<file path="config.mk">
export PLATFORM = sky130hd
export DESIGN_NAME = tccw_ctrl
export DESIGN_NICKNAME = d
export VERILOG_FILES = /design/src/tccw_pkg.sv /design/src/tccw_ctrl.sv
export SDC_FILE = /design/constraint.sdc
export NUM_CORES = 1
export LEC_CHECK = 0
export BUFFER_PORTS_ARGS = -buffer_cell sky130_fd_sc_hd__buf_2
export CELL_PAD_IN_SITES_DETAIL_PLACEMENT = 1
export CELL_PAD_IN_SITES_GLOBAL_PLACEMENT = 1
export CORE_MARGIN = 1
export CORE_UTILIZATION = 32
export DETAILED_ROUTE_END_ITERATION = 8
export PLACE_DENSITY_LB_ADDON = 0.1
export REMOVE_ABC_BUFFERS = 1
export SKIP_LAST_GASP = 1
export SLEW_MARGIN = 20
export SYNTH_ARGS = -nofsm -noshare
export SYNTH_HDL_FRONTEND = slang
export SYNTH_SLANG_ARGS = --single-unit
export TNS_END_PERCENT = 30
</file>
<file path="constraint.sdc">
create_clock -name clock -period 1.7 [get_ports clock]
set_input_delay 0.34 -clock clock [delete_from_list [all_inputs] [get_ports clock]]
set_output_delay 0.34 -clock clock [all_outputs]
set_load 0.03 [all_outputs]
</file>
<file path="src/tccw_pkg.sv">
// Shared types, constants and command codes for the text console cell writer.
// No dependencies; every other file in src imports this package.
package tccw_pkg;

   // field widths
   localparam int CMD_W  = 3;
   localparam int CHAR_W = 8;
   localparam int COL_W  = 7;
   localparam int ROW_W  = 5;
   localparam int ATTR_W = 8;
   localparam int CELL_W = 16;

   // default geometry
   localparam int DEF_COLUMNS = 80;
   localparam int DEF_ROWS    = 25;

   localparam logic [ATTR_W-1:0] ATTR_RESET   = 8'b1110_0100;
   localparam logic [CHAR_W-1:0] NEWLINE_CODE = 8'd10;

   // request command codes
   localparam logic [CMD_W-1:0] CMD_PUT_CHAR = 3'd0;
   localparam logic [CMD_W-1:0] CMD_SET_CHAR = 3'd1;
   localparam logic [CMD_W-1:0] CMD_SET_CUR  = 3'd2;
   localparam logic [CMD_W-1:0] CMD_CLEAR    = 3'd3;
   localparam logic [CMD_W-1:0] CMD_SCR_UP   = 3'd4;
   localparam logic [CMD_W-1:0] CMD_SCR_DN   = 3'd5;
   localparam logic [CMD_W-1:0] CMD_READ     = 3'd6;

   // memory port operations
   typedef logic [2:0] mem_op_type;
   localparam mem_op_type MEM_NONE    = 3'd0;
   localparam mem_op_type MEM_EXEC    = 3'd1;  // run the captured command
   localparam mem_op_type MEM_ZERO    = 3'd2;  // write zero at sweep position
   localparam mem_op_type MEM_COPY_UP = 3'd3;  // read one row below sweep position
   localparam mem_op_type MEM_COPY_DN = 3'd4;  // read one row above sweep position

   // sweep pointer operations
   typedef logic [2:0] pos_op_type;
   localparam pos_op_type POS_HOLD     = 3'd0;
   localparam pos_op_type POS_ZERO     = 3'd1;
   localparam pos_op_type POS_INC      = 3'd2;
   localparam pos_op_type POS_DEC      = 3'd3;
   localparam pos_op_type POS_LAST     = 3'd4;
   localparam pos_op_type POS_BLANK_UP = 3'd5;  // first cell of the last row

   typedef struct packed {
      logic       capture;
      mem_op_type mem_op;
      pos_op_type pos_op;
      logic       rd_capture;
      logic       rsp_load;
   } ctl_type;

   typedef struct packed {
      logic [CMD_W-1:0] cmd;
      logic             wrap_scroll;
      logic             read_hit;
      logic             pos_last;
      logic             pos_up_end;
      logic             pos_dn_end;
      logic             pos_row_end;
   } sts_type;

endpackage

</file>
<file path="src/tccw_ctrl.sv">
// Sequencer for the text console cell writer: handshakes, command sequencing
// and cell store sweeps. Depends on tccw_pkg.
module tccw_ctrl (
   input  logic              clock,
   input  logic              reset,
   input  logic              req_valid,
   output logic              req_stall,
   output logic              rsp_valid,
   input  logic              rsp_stall,
   input  tccw_pkg::sts_type sts,
   output tccw_pkg::ctl_type ctl
);
   import tccw_pkg::*;

   localparam logic [3:0] ST_INIT     = 4'd0;
   localparam logic [3:0] ST_IDLE     = 4'd1;
   localparam logic [3:0] ST_DECODE   = 4'd2;
   localparam logic [3:0] ST_RD_WAIT  = 4'd3;
   localparam logic [3:0] ST_CLR      = 4'd4;
   localparam logic [3:0] ST_UP_COPY  = 4'd5;
   localparam logic [3:0] ST_FLUSH_UP = 4'd6;
   localparam logic [3:0] ST_DN_COPY  = 4'd7;
   localparam logic [3:0] ST_FLUSH_DN = 4'd8;
   localparam logic [3:0] ST_BLANK_DN = 4'd9;
   localparam logic [3:0] ST_RESP     = 4'd10;

   logic [3:0] state_ff, state_in;
   logic       rsp_valid_ff, rsp_valid_in;
   logic       rsp_free;
   logic       accept;

   assign rsp_free  = !rsp_valid_ff || !rsp_stall;
   assign req_stall = !((state_ff == ST_IDLE) || ((state_ff == ST_RESP) && rsp_free));
   assign accept    = req_valid && !req_stall;
   assign rsp_valid = rsp_valid_ff;

   always_comb begin
      state_in   = state_ff;
      ctl        = '0;
      ctl.mem_op = MEM_NONE;
      ctl.pos_op = POS_HOLD;
      ctl.capture = accept;
      case (state_ff)
         ST_INIT: begin
            ctl.mem_op = MEM_ZERO;
            ctl.pos_op = POS_INC;
            if (sts.pos_last) state_in = ST_IDLE;
         end
         ST_IDLE: begin
            if (accept) state_in = ST_DECODE;
         end
         ST_DECODE: begin
            ctl.mem_op = MEM_EXEC;
            state_in   = ST_RESP;
            case (sts.cmd)
               CMD_PUT_CHAR: begin
                  if (sts.wrap_scroll) begin
                     ctl.pos_op = POS_ZERO;
                     state_in   = ST_UP_COPY;
                  end
               end
               CMD_CLEAR: begin
                  ctl.pos_op = POS_ZERO;
                  state_in   = ST_CLR;
               end
               CMD_SCR_UP: begin
                  ctl.pos_op = POS_ZERO;
                  state_in   = ST_UP_COPY;
               end
               CMD_SCR_DN: begin
                  ctl.pos_op = POS_LAST;
                  state_in   = ST_DN_COPY;
               end
               CMD_READ: begin
                  if (sts.read_hit) state_in = ST_RD_WAIT;
               end
               default: begin
                  state_in = ST_RESP;
               end
            endcase
         end
         ST_RD_WAIT: begin
            ctl.rd_capture = 1'b1;
            state_in       = ST_RESP;
         end
         ST_CLR: begin
            ctl.mem_op = MEM_ZERO;
            ctl.pos_op = POS_INC;
            if (sts.pos_last) state_in = ST_RESP;
         end
         ST_UP_COPY: begin
            ctl.mem_op = MEM_COPY_UP;
            ctl.pos_op = POS_INC;
            if (sts.pos_up_end) state_in = ST_FLUSH_UP;
         end
         ST_FLUSH_UP: begin
            ctl.pos_op = POS_BLANK_UP;
            state_in   = ST_CLR;
         end
         ST_DN_COPY: begin
            ctl.mem_op = MEM_COPY_DN;
            ctl.pos_op = POS_DEC;
            if (sts.pos_dn_end) state_in = ST_FLUSH_DN;
         end
         ST_FLUSH_DN: begin
            ctl.pos_op = POS_ZERO;
            state_in   = ST_BLANK_DN;
         end
         ST_BLANK_DN: begin
            ctl.mem_op = MEM_ZERO;
            ctl.pos_op = POS_INC;
            if (sts.pos_row_end) state_in = ST_RESP;
         end
         ST_RESP: begin
            if (rsp_free) begin
               ctl.rsp_load = 1'b1;
               state_in     = accept ? ST_DECODE : ST_IDLE;
            end
         end
         default: begin
            state_in = ST_IDLE;
         end
      endcase
   end

   always_comb begin
      rsp_valid_in = rsp_valid_ff && rsp_stall;
      if (ctl.rsp_load) rsp_valid_in = 1'b1;
   end

   always_ff @(posedge clock) begin
      if (reset) begin
         state_ff     <= ST_INIT;
         rsp_valid_ff <= 1'b0;
      end else begin
         state_ff     <= state_in;
         rsp_valid_ff <= rsp_valid_in;
      end
   end

endmodule

</file>
==> impl_results.md <==
* EDFF count, synth at 0
* Status: finished, violations left
* Drt pass-1 iters at 4
* Placer Congestion at approximately 0.75
* Area grow syn2layout at 49.79%
* Drt wl/cell at 12.43 microns
* Finished Cell Area at 910.9 sq um
* Longest Clk Path Bufs at 2
* CP Data Arrival Time at ~1.4 ns
* Max cap viols at 0
* Main combinational cell family by area after synthesis: simple AND/OR/NAND/NOR gates
* Final setup fails at 1
* Post-Synth Simple-Gate Area at between 30% and 40%
* Vias in the first global route at roughly 700
* Pre-CTS setup slack at 0.06194 ns
* Final Cycle Share at 100.8%
* Post-CTS Hold Fix Bufs at 0
* Initial Util at 34.84%
* CTS Buf Count at 3
* Hold Crit Class: in -> reg
* Hold Vio Cnt, Final at 0
* Crit end category: primary output
* Post-synthesis sequential area ratio at around 16%
* Die area at roughly 0.0021 sq mm
* Residual DRC at 0
* Actual slew at the worst max-slew pin at 0.2579 ns
* Antenna cell count at 0
* Synth Area in Compound Gates at 30.04%
* Pins Over Slew Limit at 0
* Initial antenna violation count at 0
* Syn Inst Count at slightly below 90
* # rows at 15
* Post-synth ARST share at 0%
* Final core occ at 52.19%
* Post-layout min period at between 1.5 and 2 ns
* GRT overflow at 0
* DPL Wire Length at 1.350 mm
* Overall routing resource usage at about a fifth
* Vias post-DR at roughly 740
* Fmax at between 500 and 600 MHz
* Crit-path cells: nor2b_2 > xnor2_1 > nor2b_1 > or2_1 > buf_6
* Syn. warnings at 0
* Number of synthesized register bits at 5
* DRT Wirelength at 1.753 mm
* Worst Slack Setup Final at -0.01356 ns
* Max rail drop VDD at approximately 0.00055 V
* Fillers at between 200 and 250
* Die width at ~46 microns
* Sink Count at 5
* CTS tree: yes
* Root Buffer: clkbuf_4
* Layout cells sized above 1 at 44.83%
* CP peak stage delay at ~0.38 ns
* Largest net degree at the start of global routing at 15
* RSZ-0062 raised after global routing: true
* Slew HR at between 80 and 90%
* Via density at roughly 5.2
* I/O pin count at 24
* Worst skew pair latency at between 0.2 and 0.25 ns
* Clk_skew at roughly 0.005 ns
* Clk slew on worst S/H paths at roughly 0.050 ns
* XOR/XNOR share of the synthesized area at 1.440%
* First-iteration detailed-routing DRC count at 10
* Mean Syn Cell Area at 6.989 sq um
* H-tree depth at 1
* Kind of critical path: reg -> out
* Failing checks: setup timing
* Port Buf Inserts at 23
* Core area at between 0.0015 and 0.002 sq mm
* Die height at approximately 46 microns
* Cell at the slowest stage of the critical path: dfxtp_4
* Leakage power at around 0.40 nW
* Nets@finish at 130
* CP max FO at 7
* Dominant synthesized flop cell: dfxtp_1
* Req. time, crit path at 1.36 ns
* Post-DP Area at slightly below 800 sq um
* Cell Area, Synth at 608.1 sq um
* Post-Synth Adder-Cell Area at 0%
* Pwr per Cell Area at between 800 and 900 mW/mm^2
* Post-DRT Antenna Nets at 0
* Global-route wire length before repair at 2.911 mm
* Mux cell area share after synthesis at under 10%
* CP startpoint kind: flop
* Unique masters post-synth at 36
==> per-layer routing <==
layer | vias to the layer above | global-route usage [%] | wire length, microns
met5 | - | 0 | 0
li1 | 374 | - | -
met3 | 2 | 4.762 | 64
met2 | 17 | 32.29 | 884
met4 | 0 | 3.636 | 6
met1 | 343 | 24.16 | 797
==> Yosys cell counts, types with 2 or more instances <==
cell | number | area, sq um
nor2b_1 | 4 | 25.02
a21boi_0 | 2 | 15.01
o21a_1 | 2 | 15.01
a31oi_1 | 3 | 18.77
nor3_1 | 4 | 20.02
or2_1 | 2 | 12.51
clkbuf_1 | 3 | 11.26
mux2_1 | 2 | 22.52
nand2_1 | 9 | 33.78
nand2b_1 | 4 | 25.02
buf_2 | 2 | 10.01
dfxtp_1 | 5 | 100.1
nor2_1 | 10 | 37.54
a21oi_1 | 5 | 25.02
inv_1 | 3 | 11.26
nand3b_1 | 4 | 30.03
o21ai_0 | 4 | 20.02
==> worst max-delay path, delay by kind of cell (launching register included) <==
kind          cells  cell delay (ns)
xor+xnor          1             0.11
buf+inv           1             0.14
flops             1             0.38
simple gates      3             0.50
==> layout by cell type (no fill, tap or decap), types with 3 or more instances in the layout <==
master	Yosys	layout
buf_2	2	18
buf_4	1	10
nor2_1	10	9
nand2_1	9	8
nor3_1	4	4
nand3b_1	4	4
o21ai_0	4	4
a21oi_1	5	4
inv_1	3	3
a31oi_1	3	3
nand2b_4	0	3
clkbuf_4	0	3
buf_6	1	3
dfxtp_4	0	3
==> registers in the layout, summed over array words and instances, names as in the netlist <==
name and flops:
rsp_valid 1, state_ff 4
==> layout make-up <==
type / instances / area (sq um) / area share (%)
inverter: 3 / 11.26 / 1.236
clock buffer: 4 / 26.28 / 2.885
timing repair buffer: 32 / 219.0 / 24.04
sequential: 5 / 112.6 / 12.36
tap: 25 / 31.28 / 3.434
multi-input combinational: 72 / 510.5 / 56.04
==> where the power goes <==
part,total [mW],switching [mW],internal [mW]
registers,0.170,0.0336,0.136
logic,0.489,0.264,0.224
clock network,0.139,0.0499,0.0888
total,0.797,0.348,0.450
==> cells by family after synthesis <==
family                    count (synthesis)
AOI/OAI and AO/OA                        25
xor gates and xnor gates                  1
muxes                                     3
DFF                                       5
buffers and inverters                    10
and+or+nand+nor                          43
==> final timing paths <==
check | slack (ns) | cells after the start | startpoint | endpoint
setup / recovery | -0.01 | 5 | state_ff[0] | ctl[3]
hold / removal | 0.36 | 2 | reset | state_ff[3]
hold reg to reg | 0.52 | 2 | state_ff[3] | state_ff[3]
setup reg to reg | 0.12 | 5 | state_ff[3] | state_ff[2]
==> timing repair <==
item / in CTS / in global routing
resized for setup: 18 / 9
buffers inserted: 0 / 1
endpoints found under the setup margin: 8 / 9
pin swaps: 0 / 1
==> stage by stage <==
| stage | std cells | hold slack [ns] | setup TNS [ns] | power [mW] |
|---|---|---|---|---|
| final | 141 | 0.3592 | -0.01356 | 0.7974 |
| after global routing | 141 | 0.3567 | -0.2868 | 0.8610 |
| after CTS | 140 | 0.3443 | -0.1192 | 0.7695 |
| after detailed placement | 136 | 0.5346 | 0 | 0.5847 |
| after global placement | 136 | 0.5190 | 0 | 0.5781 |
| after floorplan | 80 | 0.4091 | -1.592 | 0.4499 |
No activity file was read; power rests on OpenSTA's default activity.
